<file path="src/sv/cddstg_pkg.sv">
// Shared types and constants for the cadenced DDS tone generator.
// Holds the cadence phase codes, register indexes, reset values and the sine ROM.
// Used by cddstg_core, cddstg_skid and cadenced_dds_tone_generator_top.
package cddstg_pkg;

  localparam int TUNING_BITS = 32;
  localparam int LEN_BITS    = 25;
  localparam int CNT_BITS    = 24;
  localparam int SAMPLE_BITS = 8;
  localparam int ROM_BITS    = 8;
  localparam int ROM_SIZE    = 256;
  localparam int INDEX_BITS  = 2;

  typedef enum logic [INDEX_BITS-1:0] {
    REG_TUNING_WORD = 2'd0,
    REG_PULSE_TICKS = 2'd1,
    REG_PAUSE_TICKS = 2'd2
  } reg_index_t;

  typedef enum logic [1:0] {
    PH_TONE_START = 2'd0,
    PH_TONE_ON    = 2'd1,
    PH_SIL_START  = 2'd2,
    PH_SILENCE    = 2'd3
  } cadence_phase_t;

  localparam logic [TUNING_BITS-1:0] TUNING_RESET = 32'd58175761;
  localparam logic [LEN_BITS-1:0]    LEN_RESET    = '1;

  typedef struct packed {
    logic        [TUNING_BITS-1:0] tuning_word;
    logic signed [LEN_BITS-1:0]    pulse_ticks;
    logic signed [LEN_BITS-1:0]    pause_ticks;
  } cfg_t;

  typedef struct packed {
    logic [SAMPLE_BITS-1:0] sample;
    logic                   tone_on;
  } result_t;

  localparam logic [SAMPLE_BITS-1:0] SINE_ROM [ROM_SIZE] = '{
    8'd127, 8'd130, 8'd133, 8'd136, 8'd139, 8'd143, 8'd146, 8'd149,
    8'd152, 8'd155, 8'd158, 8'd161, 8'd164, 8'd167, 8'd170, 8'd173,
    8'd176, 8'd178, 8'd181, 8'd184, 8'd187, 8'd190, 8'd192, 8'd195,
    8'd198, 8'd200, 8'd203, 8'd205, 8'd208, 8'd210, 8'd212, 8'd215,
    8'd217, 8'd219, 8'd221, 8'd223, 8'd225, 8'd227, 8'd229, 8'd231,
    8'd233, 8'd234, 8'd236, 8'd238, 8'd239, 8'd240, 8'd242, 8'd243,
    8'd244, 8'd245, 8'd247, 8'd248, 8'd249, 8'd249, 8'd250, 8'd251,
    8'd252, 8'd252, 8'd253, 8'd253, 8'd253, 8'd254, 8'd254, 8'd254,
    8'd254, 8'd254, 8'd254, 8'd254, 8'd253, 8'd253, 8'd253, 8'd252,
    8'd252, 8'd251, 8'd250, 8'd249, 8'd249, 8'd248, 8'd247, 8'd245,
    8'd244, 8'd243, 8'd242, 8'd240, 8'd239, 8'd238, 8'd236, 8'd234,
    8'd233, 8'd231, 8'd229, 8'd227, 8'd225, 8'd223, 8'd221, 8'd219,
    8'd217, 8'd215, 8'd212, 8'd210, 8'd208, 8'd205, 8'd203, 8'd200,
    8'd198, 8'd195, 8'd192, 8'd190, 8'd187, 8'd184, 8'd181, 8'd178,
    8'd176, 8'd173, 8'd170, 8'd167, 8'd164, 8'd161, 8'd158, 8'd155,
    8'd152, 8'd149, 8'd146, 8'd143, 8'd139, 8'd136, 8'd133, 8'd130,
    8'd127, 8'd124, 8'd121, 8'd118, 8'd115, 8'd111, 8'd108, 8'd105,
    8'd102, 8'd99,  8'd96,  8'd93,  8'd90,  8'd87,  8'd84,  8'd81,
    8'd78,  8'd76,  8'd73,  8'd70,  8'd67,  8'd64,  8'd62,  8'd59,
    8'd56,  8'd54,  8'd51,  8'd49,  8'd46,  8'd44,  8'd42,  8'd39,
    8'd37,  8'd35,  8'd33,  8'd31,  8'd29,  8'd27,  8'd25,  8'd23,
    8'd21,  8'd20,  8'd18,  8'd16,  8'd15,  8'd14,  8'd12,  8'd11,
    8'd10,  8'd9,   8'd7,   8'd6,   8'd5,   8'd5,   8'd4,   8'd3,
    8'd2,   8'd2,   8'd1,   8'd1,   8'd1,   8'd0,   8'd0,   8'd0,
    8'd0,   8'd0,   8'd0,   8'd0,   8'd1,   8'd1,   8'd1,   8'd2,
    8'd2,   8'd3,   8'd4,   8'd5,   8'd5,   8'd6,   8'd7,   8'd9,
    8'd10,  8'd11,  8'd12,  8'd14,  8'd15,  8'd16,  8'd18,  8'd20,
    8'd21,  8'd23,  8'd25,  8'd27,  8'd29,  8'd31,  8'd33,  8'd35,
    8'd37,  8'd39,  8'd42,  8'd44,  8'd46,  8'd49,  8'd51,  8'd54,
    8'd56,  8'd59,  8'd62,  8'd64,  8'd67,  8'd70,  8'd73,  8'd76,
    8'd78,  8'd81,  8'd84,  8'd87,  8'd90,  8'd93,  8'd96,  8'd99,
    8'd102, 8'd105, 8'd108, 8'd111, 8'd115, 8'd118, 8'd121, 8'd124
  };

endpackage

</file>
<file path="src/sv/cddstg_core.sv">
// Cadence sequencer, phase accumulator and sine lookup of the tone generator.
// Updates its state once per accepted word and presents the new result.
// Depends on cddstg_pkg.
module cddstg_core #(
  parameter int TABLE_DEPTH = 256,
  parameter int PHASE_BITS  = 32
) (
  input  logic                  clk,
  input  logic                  rst,
  input  logic                  step,
  input  logic                  tick,
  input  cddstg_pkg::cfg_t      cfg,
  output cddstg_pkg::result_t   result
);

  localparam int STEP_BITS = $clog2(TABLE_DEPTH);

  cddstg_pkg::cadence_phase_t          phase, phase_next;
  logic [cddstg_pkg::CNT_BITS-1:0]     remaining, remaining_next;
  logic [PHASE_BITS-1:0]               acc, acc_next;
  logic                                running, running_next;
  logic [cddstg_pkg::SAMPLE_BITS-1:0]  last_sample, last_sample_next;

  logic [PHASE_BITS+cddstg_pkg::TUNING_BITS-1:0] tuning_ext;
  logic [PHASE_BITS-1:0]                         acc_sum;
  logic [STEP_BITS-1:0]                          table_step;
  logic [STEP_BITS+cddstg_pkg::ROM_BITS-1:0]     step_scaled;
  logic [cddstg_pkg::ROM_BITS-1:0]               rom_index;

  always_comb begin
    tuning_ext  = {{PHASE_BITS{1'b0}}, cfg.tuning_word};
    acc_sum     = acc + tuning_ext[PHASE_BITS-1:0];
    table_step  = acc_sum[PHASE_BITS-1 -: STEP_BITS];
    step_scaled = {table_step, {cddstg_pkg::ROM_BITS{1'b0}}};
    rom_index   = step_scaled[STEP_BITS +: cddstg_pkg::ROM_BITS];
  end

  always_comb begin
    phase_next       = phase;
    remaining_next   = remaining;
    running_next     = running;
    acc_next         = acc;
    last_sample_next = last_sample;
    if (tick) begin
      case (phase)
        cddstg_pkg::PH_TONE_START: begin
          running_next = 1'b1;
          if (!cfg.pulse_ticks[cddstg_pkg::LEN_BITS-1]) begin
            remaining_next = cfg.pulse_ticks[cddstg_pkg::CNT_BITS-1:0];
            phase_next     = cddstg_pkg::PH_TONE_ON;
          end
        end
        cddstg_pkg::PH_TONE_ON: begin
          if (remaining == '0) begin
            phase_next = cddstg_pkg::PH_SIL_START;
          end else begin
            remaining_next = remaining - 1'b1;
          end
        end
        cddstg_pkg::PH_SIL_START: begin
          running_next = 1'b0;
          if (!cfg.pause_ticks[cddstg_pkg::LEN_BITS-1]) begin
            remaining_next = cfg.pause_ticks[cddstg_pkg::CNT_BITS-1:0];
            phase_next     = cddstg_pkg::PH_SILENCE;
          end
        end
        default: begin
          if (remaining == '0) begin
            phase_next = cddstg_pkg::PH_TONE_START;
          end else begin
            remaining_next = remaining - 1'b1;
          end
        end
      endcase
      if (running_next) begin
        acc_next         = acc_sum;
        last_sample_next = cddstg_pkg::SINE_ROM[rom_index];
      end
    end
  end

  always_ff @(posedge clk) begin
    if (rst) begin
      phase       <= cddstg_pkg::PH_TONE_START;
      remaining   <= '0;
      acc         <= '0;
      running     <= 1'b0;
      last_sample <= '0;
    end else if (step) begin
      phase       <= phase_next;
      remaining   <= remaining_next;
      acc         <= acc_next;
      running     <= running_next;
      last_sample <= last_sample_next;
    end
  end

  always_comb begin
    result.sample  = last_sample_next;
    result.tone_on = running_next;
  end

endmodule

</file>
<file path="src/sv/cddstg_skid.sv">
// Output register with one skid stage for the tone generator results.
// Lets a new word enter while a finished word waits on a stalled output.
// Depends on cddstg_pkg.
module cddstg_skid (
  input  logic                 clk,
  input  logic                 rst,
  input  logic                 push,
  input  cddstg_pkg::result_t  push_data,
  output logic                 full,
  output logic                 out_valid,
  input  logic                 out_stall,
  output cddstg_pkg::result_t  out_data
);

  logic                skid_valid;
  cddstg_pkg::result_t skid_data;
  logic                pop;

  assign pop  = out_valid && !out_stall;
  assign full = skid_valid;

  always_ff @(posedge clk) begin
    if (rst) begin
      out_valid  <= 1'b0;
      skid_valid <= 1'b0;
    end else if (skid_valid) begin
      if (pop) begin
        out_data   <= skid_data;
        skid_valid <= 1'b0;
      end
    end else if (push) begin
      if (!out_valid || pop) begin
        out_data  <= push_data;
        out_valid <= 1'b1;
      end else begin
        skid_data  <= push_data;
        skid_valid <= 1'b1;
      end
    end else if (pop) begin
      out_valid <= 1'b0;
    end
  end

endmodule

</file>
<file path="src/sv/cadenced_dds_tone_generator_top.sv">
// Each input word, a sample tick when tick is high, yields exactly one result word: the
// sine sample and the tone-on flag after that word. A word is taken each cycle that
// in_stall is low; cadence step, phase add and sine ROM read happen in the same cycle,
// and the result lands in an output register backed by one skid stage, so input stall
// rises only when two results wait. The user must write registers through wr_en,
// wr_index and wr_data only while no word is in flight; the block does not enforce it.
module cadenced_dds_tone_generator_top #(
  parameter int TABLE_DEPTH = 256,
  parameter int PHASE_BITS  = 32
) (
  input  logic                                 clk,
  input  logic                                 rst,
  input  logic                                 wr_en,
  input  logic [cddstg_pkg::INDEX_BITS-1:0]    wr_index,
  input  logic [cddstg_pkg::TUNING_BITS-1:0]   wr_data,
  input  logic                                 in_valid,
  output logic                                 in_stall,
  input  logic                                 tick,
  output logic                                 out_valid,
  input  logic                                 out_stall,
  output logic [cddstg_pkg::SAMPLE_BITS-1:0]   sample,
  output logic                                 tone_on
);

  cddstg_pkg::cfg_t    cfg;
  cddstg_pkg::result_t core_result;
  cddstg_pkg::result_t out_data;
  logic                accept;
  logic                full;

  always_ff @(posedge clk) begin
    if (rst) begin
      cfg.tuning_word <= cddstg_pkg::TUNING_RESET;
      cfg.pulse_ticks <= cddstg_pkg::LEN_RESET;
      cfg.pause_ticks <= cddstg_pkg::LEN_RESET;
    end else if (wr_en) begin
      case (wr_index)
        cddstg_pkg::REG_TUNING_WORD: cfg.tuning_word <= wr_data;
        cddstg_pkg::REG_PULSE_TICKS: cfg.pulse_ticks <= wr_data[cddstg_pkg::LEN_BITS-1:0];
        cddstg_pkg::REG_PAUSE_TICKS: cfg.pause_ticks <= wr_data[cddstg_pkg::LEN_BITS-1:0];
        default: ;
      endcase
    end
  end

  assign in_stall = full;
  assign accept   = in_valid && !full;

  cddstg_core #(
    .TABLE_DEPTH (TABLE_DEPTH),
    .PHASE_BITS  (PHASE_BITS)
  ) u_core (
    .clk    (clk),
    .rst    (rst),
    .step   (accept),
    .tick   (tick),
    .cfg    (cfg),
    .result (core_result)
  );

  cddstg_skid u_skid (
    .clk       (clk),
    .rst       (rst),
    .push      (accept),
    .push_data (core_result),
    .full      (full),
    .out_valid (out_valid),
    .out_stall (out_stall),
    .out_data  (out_data)
  );

  assign sample  = out_data.sample;
  assign tone_on = out_data.tone_on;

endmodule
</file>
<file path="config.mk">
export PLATFORM = sky130hd
export DESIGN_NAME = cadenced_dds_tone_generator_top
export DESIGN_NICKNAME = d
export VERILOG_FILES = /design/src/sv/cddstg_pkg.sv /design/src/sv/cddstg_core.sv /design/src/sv/cddstg_skid.sv /design/src/sv/cadenced_dds_tone_generator_top.sv
export SDC_FILE = /design/constraint.sdc
export NUM_CORES = 1
export LEC_CHECK = 0
export BUFFER_PORTS_ARGS = -buffer_cell sky130_fd_sc_hd__buf_4
export CORE_ASPECT_RATIO = 0.75
export CORE_UTILIZATION = 30
export DETAILED_ROUTE_END_ITERATION = 8
export GPL_TIMING_DRIVEN = 0
export PLACE_DENSITY = 0.47
export SKIP_LAST_GASP = 1
export SLEW_MARGIN = 20
export SYNTH_ARGS = -nofsm -noshare
export SYNTH_HDL_FRONTEND = slang
export SYNTH_SLANG_ARGS = --single-unit
export TNS_END_PERCENT = 1
</file>
<file path="constraint.sdc">
create_clock -name clk -period 11.7 [get_ports clk]
set_input_delay 1.755 -clock clk [delete_from_list [all_inputs] [get_ports clk]]
set_output_delay 1.755 -clock clk [all_outputs]
set_load 0.01 [all_outputs]
</file>
== After elaboration in Yosys (flattened, before gate mapping) ==
Memories as Yosys holds them, arrays and structs flattened.
Cells that the tools add are included.
Cells by class
  mux-type cells: 27
  add/sub/neg operators: 2
  reduce and logical (&&, ||, !) cells: 22
  bitwise operators: 4
  order comparisons: 1
  equality and inequality tests: 10
Operator list (number)
  24-bit two-way mux: 3
  24-bit one-hot mux with 2 select lines: 1
  9-bit two-way mux: 4
  32-bit adder: 1
  8-bit two-way mux: 4
  24-bit zero test: 1
  24-bit by 1-bit subtractor with 24-bit output (second input constant): 1
  9-bit >= comparator (second input constant): 1
  1-bit two-way mux: 9
  8-bit inverter with 9-bit output: 1
  2-bit two-way mux: 4
  4-bit AND reduction: 2
  2-bit inequality test (second input constant): 3
  2-bit one-hot mux with 3 select lines: 1
  2-bit AND reduction: 3
  3-bit AND reduction: 2
  6-bit AND reduction: 1
  2-bit nonzero test: 3
  5-bit AND reduction: 1
  2-bit by 1-bit equality test with 1-bit output (second input constant): 2
  2-bit equality test (second input constant): 2
  2-bit zero test: 2
  2-bit by 1-bit inequality test with 1-bit output (second input constant): 2
  1-bit zero test: 3
  6 further kinds: 9
Storage, ports and cells
  register bits: 169
  output and inout bits: 11
  word-level logic and storage cells: 81
  memories kept: 1
  ROM bits: 2048
  bits of input ports: 40
Memory list
  (name not given): depth 256, width 8, rd ports 1, clocked after memory_dff 0, write ports 0, line cddstg_core.sv:77  | last_sample_next = cddstg_pkg::SINE_ROM[rom_index];

== Depth between registers and ports, before layout ==
Gate-level depths: netlist of the first run.
  depth after elaboration: 10
  depth in mapped cells: 19
  depth with buffers taken out: 17

== Hierarchy ==
From an unflattened synthesis of the first run, not the netlist that was laid out.
Second synthesis, totals
  cell total of the unflattened synthesis: 1424
  area total of the unflattened synthesis: 11558.6 sq um
Modules (own cells, without submodules)
  cddstg_core: area each 7509.7 sq um, cells an instance 1066, instances 1
  cadenced_dds_tone_generator_top: area each 3293.2 sq um, cells an instance 318, instances 1
  cddstg_skid: area each 755.7 sq um, cells an instance 40, instances 1

== Worst setup path after synthesis of the first run ==
OpenSTA, ideal clock, no wires.
  path type: register to register
  from: register, netlist name cfg[63]
  to: register, netlist name u_skid.out_data[1]
  slack: 7.745 ns
  cell stages (with the launch flop): 18
  data arrival time: 3.695 ns
  setup time: 0.260 ns
  data required time: 11.440 ns
  path through: dfxtp_1 > ha_1 > buf_2 > nand4_2 > or4_4 > o21a_1 > a21o_1 > and3_1 > buf_4 > buf_6 > ha_1 > clkbuf_1 > mux2i_1 > a2111oi_2 > o211ai_1 > o211ai_2 > o31ai_4 > mux2_2

== Worst setup path in the final report of the first run ==
  from: register, netlist name cfg[50]
  to: register, netlist name u_skid.out_data[2]
Between the ends
  word-level cells in the longest chain between the ends: 10
RTL lines
  32-bit adder: line cddstg_core.sv:32  | acc_sum = acc + tuning_ext[PHASE_BITS-1:0];
  8-bit inverter with 9-bit output (implied by the code): line cddstg_core.sv:77
  memory 256 x 8 bit
  8-bit two-way mux (implied by the code) (2 in a row): line cddstg_core.sv:77
  8-bit two-way mux: line cddstg_core.sv:75  | if (running_next) begin
  8-bit two-way mux: line cddstg_core.sv:44  | if (tick) begin
  9-bit two-way mux: line cddstg_skid.sv:32  | if (!out_valid || pop) begin
  9-bit two-way mux: line cddstg_skid.sv:31  | end else if (push) begin
  9-bit two-way mux: line cddstg_skid.sv:26  | end else if (skid_valid) begin
No other way between the ends. The select of a mux whose other input is x is not followed.
A chain may end at the register's enable or synchronous reset.

==> results of run 1 <==
where the power goes:
| group | internal (mW) | switching [mW] | leakage [nW] |
|---|---|---|---|
| Combinational | 0.220 | 0.486 | 3.19 |
| Sequential | 0.621 | 0.0194 | 1.40 |
| Clock | 0.307 | 0.286 | 0.293 |
| Total | 1.15 | 0.792 | 4.88 |
final cells by class:
type,count,area [um2],area share
multi-input combinational,1163,6830,0.542
sequential,169,3560,0.283
tap,465,582,0.0461
buffer,117,567,0.0449
clock buffer,17,425,0.0337
timing repair buffer,51,380,0.0302
clock inverter,15,181,0.0144
inverter,21,78.8,0.00625
per-layer routing:
layer | up-vias | global-route usage | share of wire
li1 | 5463 | - | -
met4 | 2 | 0.0488 | 0.011
met3 | 53 | 0.0557 | 0.089
met5 | - | 0 | 0.00043
met1 | 5447 | 0.363 | 0.51
met2 | 481 | 0.324 | 0.39
flip-flops by register name (all words and copies together), names as in the netlist:
name                cells
cfg                    82
u_core.acc             32
u_core.remaining       24
u_skid.out_data         9
u_skid.skid_data        9
u_core.last_sample      8
u_core.phase            2
u_core.running          1
u_skid.full             1
u_skid.out_valid        1
kinds of logic after synthesis:
group / count (synthesis) / share of synthesized area
and+or+nand+nor: 638 / 0.259
xor gates and xnor gates: 31 / 0.0270
DFF: 169 / 0.323
AOI/OAI and AO/OA: 438 / 0.269
muxes: 11 / 0.0122
buffers and inverters: 138 / 0.0585
adders and majority gates: 45 / 0.0517
metrics by stage:
step / power, mW / area [um2] / instances / hold slack [ns] / worst slack, ns
4_1_cts: 1.93 / 12600 / 2018 / 0.458 / 6.31
3_3_place_gp: 1.35 / 12000 / 1985 / 0.443 / 6.24
2_1_floorplan: 1.09 / 11000 / 1470 / 0.436 / 7.74
6_report: 1.94 / 12600 / 2018 / 0.456 / 6.14
5_1_grt: 2.03 / 12600 / 2018 / 0.472 / 5.83
3_5_place_dp: 1.33 / 12000 / 1986 / 0.449 / 6.30
tightest hold or removal path: cells and delay by family, from the launching register on:
family             cells  cell delay [ns]
and+or+nand+nor        1             0.05
AOI/OAI and AO/OA      1             0.05
DFF                    1             0.31
final timing paths:
path / slack [ns] / end / from
worst max-delay path: 6.14 / u_skid.out_data[2] / cfg[50]
worst min-delay path: 0.46 / u_core.running / u_core.running
worst max register to register: 6.14 / u_skid.out_data[2] / cfg[50]
worst min register to register: 0.46 / u_core.running / u_core.running
synth_stat cells, types with 10 or more instances:
master    instances
nand2_1         325
clkbuf_1         68
o21ai_0          86
nand2b_1         11
a22oi_1          18
a211oi_1         24
o211ai_1         15
buf_2            30
o21a_1           11
ha_1             44
buf_4            10
xor2_1           10
nor3_1           24
a31oi_1          11
inv_1            17
nor4_1           10
dfxtp_1         151
a221oi_1         13
or3_1            10
edfxtp_1         18
a21oi_1         136
nor2_1          104
nand3_1          88
nand4_1          15
xnor2_1          19
==> metrics.txt, run 1 <==
crit path max fanout=12; Clock transition at path regs=0.08 ns; area share of the largest cell type after synthesis=0.274; Die H=168 um; Hold Violations, Final=0; FF+latch count, synth=169; leading cell type in the layout, fill and taps excluded=nand2_1; I/O pins=51; H-tree Lvls=4; Max VDD drop=0.115 mV; post_cts resized=0; Post-Syn Nets=1,555; Slowest cell on crit path=o31ai_1; post-route setup TNS=0 ns; Tmin final=5.56 ns; critical path cell sequence=ha_1, inv_1, fa_1, nand2b_1, a21oi_1, o21a_1, or4_1, nand3_2, buf_2, ha_1, clkbuf_1, nand4_1, o2111ai_1, o311ai_1, o31ai_1, o32ai_2, o31ai_2; CTS max path bufs=2; Mapped Cells=1,470; Critical Path Sink Type=register; DP Wirelength=33.6 mm; Post-CTS Setup Repair Bufs=0; r2r worst-path depth=17; Post-Syn Area=11,000 um2; Worst Path Buf+Inv=3; RSZ-0062 raised after global routing=no; via count=11,400; HP Class=reg2reg; average size of a mapped cell=7.51 um2; WL final=43.9 mm; drt initial violations=1,194; vias in the first global route=10,700; Tot GR Track Use=0.236; NumNets Final=1,625; Port Buffers=50; drt drc=0; DIE WIDTH=223 um; status=finished clean; Rows=60; MaxCap Viol Count=0; fillcell total=3,889; CP Depth=17; Cell variety after synth=99; diodes inserted=0; grt total ovfl=0; CP most frequent cell=ha_1; Routability Congestion=0.945; CTS tree=yes; ys async rst share=0; TritonCTS Buffers=17; Starting Density=0.306; EDFF count, synth=18; fmax=0.180 GHz; core area=36,000 um2; most frequent cells in the layout=nand2_1, dfxtp_1, a21oi_1; worst-margin pin slew=1.02 ns; initial antenna violation count=1; Yosys Warn Count=0; final core occ=0.350; Power per Cell Area=154 nW/um2; startpoint types=register; max-slew violation count=0; final period utilization=0.475; Top FF cell, synth=dfxtp_1; pin count of the biggest net entering global routing=19; CP Class=reg2reg; area added between synthesis and finish=14.3%; Pleak=4.88 nW; Max-slew headroom=0.316; Num Clock Sinks=169; hold path cells=2; critical path's top delay family=compound AO/OA/AOI/OAI gates; Avg WL per Cell=21.7 um; layout cells sized above 1=0.124; clk_lat worst skew=0.45 ns; first-pass GRT wire length=67.2 mm; Yosys top cell by area=dfxtp_1; Root Buffer=clkbuf_16; CP required=11.99 ns; vias per std cell=5.67; sequential area share after synthesis=0.323; Clock Skew=0.0142 ns; antenna-violating nets left=0; die area=37,600 um2; Final setup viols=0; drt pass-1 iters=6; hold buffers post-CTS=0; top post-synthesis cells by area=dfxtp_1, nand2_1, a21oi_1; Crit path largest cell delay=0.53 ns; WP data arrival=5.85 ns
(Power assumes the default switching activity.)
==> run 2, diff against run 1 <==
Settings changed: PLACE_DENSITY 0.47 to 0.48.
Clock period 11.7 ns to 4.9 ns, I/O delays scaled along.
==> metrics.txt, run 2 (synthesized netlist as in run 1, its figures left out) <==
status=finished clean; startpoint types=register; layer with the highest usage=met1; DIE WIDTH=223 um; Clock Skew=0.0149 ns; critical path cell sequence=ha_1, inv_1, fa_1, nand2b_1, a21oi_4, o21a_1, or4_1, nand3_2, inv_4, clkbuf_4, ha_2, inv_1, a21oi_1, a2111oi_2, o31ai_1, and4_4, o31ai_4, mux2_2; met2 Resource Use GR=0.316; DP Cell Count=1,986; critical path's top delay family=compound AO/OA/AOI/OAI gates; global routing usage on met3=0.0518; max-slew violation count=0; hold buffers post-CTS=0; CP Class=reg2reg; first-pass GRT wire length=67.6 mm; H-tree Lvls=4; CTS max path bufs=2; final core occ=0.351; Power Total=4.59 mW; Pleak=4.89 nW; final period utilization=0.990; antenna-violating nets left=0; WP data arrival=5.06 ns; Port Buffers=50; Num Clock Sinks=169; Critical Path Sink Type=register; DP Wirelength=33.5 mm; Tmin final=4.85 ns; Rows=60; Hold Violations, Final=0; vias per std cell=5.72; pin count of the biggest net entering global routing=18; TritonCTS Buffers=17; WL final=44.3 mm; leading cell type in the layout, fill and taps excluded=nand2_1; layout cells sized above 1=0.131; crit path max fanout=11; Crit path largest cell delay=0.41 ns; Worst Path Buf+Inv=4; fillcell total=3,913; I/O pins=51; met1 global-route usage=0.373; CP required=5.11 ns; Avg WL per Cell=21.9 um; Final setup viols=0; Slowest cell on crit path=ha_2; worst-margin pin slew=0.976 ns; most frequent cells in the layout=nand2_1, dfxtp_1, a21oi_1; Clock transition at path regs=0.07 ns; drt pass-1 iters=6; CP most frequent cell=inv_1; smallest hold slack=0.456 ns; FF/Latch Area=3560 um2; core area=36,000 um2; Tot GR Track Use=0.236; Die H=168 um; clk_lat worst skew=0.46 ns; die area=37,600 um2; multi-input logic area=6880 um2; Power per Cell Area=363 nW/um2; worst setup margin=0.0491 ns; MaxCap Viol Count=0; via count=11,500; top flop regs=cfg (82), u_core.acc (32), u_core.remaining (24); Routability Congestion=0.996; area added between synthesis and finish=14.6%; grt total ovfl=0; RSZ-0062 raised after global routing=yes; Reg with most FFs=cfg; Finished Layout Cells=2,019; CTS tree=yes; Starting Density=0.306; Max VDD drop=0.245 mV; max FFs per register=82; NumNets Final=1,624; HP Class=reg2reg; Max-slew headroom=0.349; vias in the first global route=10,600; drt drc=0; fmax=0.206 GHz; initial antenna violation count=2; drt initial violations=1,346; Placement Setup Slack=-0.561 ns; Root Buffer=clkbuf_16
## run 2: changes by cell type in the layout (fill, tap and decap cells not counted), sizes merged
cell / before / now
clkinvlp: 1 / 2
diode: 0 / 2
buf: 100 / 101
clkbuf: 85 / 83
bufinv: 1 / 0
## run 2: area by class of cell
| cell class | instances | area share |
|---|---|---|
| Tap cell | 465 | 0.0460 |
| Timing Repair Buffer | 53 | 0.0313 |
| Inverter | 21 | 0.00643 |
| Clock inverter | 15 | 0.0110 |
| Buffer | 114 | 0.0447 |
| Sequential cell | 169 | 0.282 |
| Multi-Input combinational cell | 1163 | 0.545 |
| Antenna cell | 2 | 0.000396 |
| Clock buffer | 17 | 0.0337 |
## run 2: timing repair
action	in CTS	in global routing
setup endpoints to repair	20	19
pin swaps	1	0
gates resized for setup	3	18
buffers inserted	2	0
## run 2: worst min-delay path: stages (launching register included)
cell	delay, ns
dfxtp_1	0.31
nand2_1	0.05
a21oi_1	0.05
## run 2: worst paths after layout
check / slack [ns] / start / cells past startpoint / to
setup / recovery: 0.05 / cfg[50] / 18 / u_skid.out_data[1]
hold reg to reg: 0.46 / u_core.acc[2] / 2 / u_core.acc[2]
setup reg to reg: 0.05 / cfg[50] / 18 / u_skid.out_data[1]
hold / removal: 0.46 / u_core.acc[2] / 2 / u_core.acc[2]
## run 2: where the power goes
group          switching (mW)  internal [mW]
registers              0.0466           1.48
logic                    1.16          0.548
clock network           0.676          0.671
total                    1.89           2.70
## run 2: metal layers
| metal | wire (um) | share of wire |
|---|---|---|
| met1 | 23000 | 0.52 |
| met2 | 16900 | 0.38 |
| met3 | 3660 | 0.083 |
| met4 | 743 | 0.017 |
| met5 | 0 | 0 |
## run 2: through the flow
| step | setup TNS, ns | area (um2) |
|---|---|---|
| CTS | -0.0880 | 12600 |
| global route | -0.476 | 12600 |
| global placement | -6.40 | 12000 |
| finish | 0 | 12600 |
| floorplan | 0 | 11000 |
| detailed placement | -4.62 | 12000 |
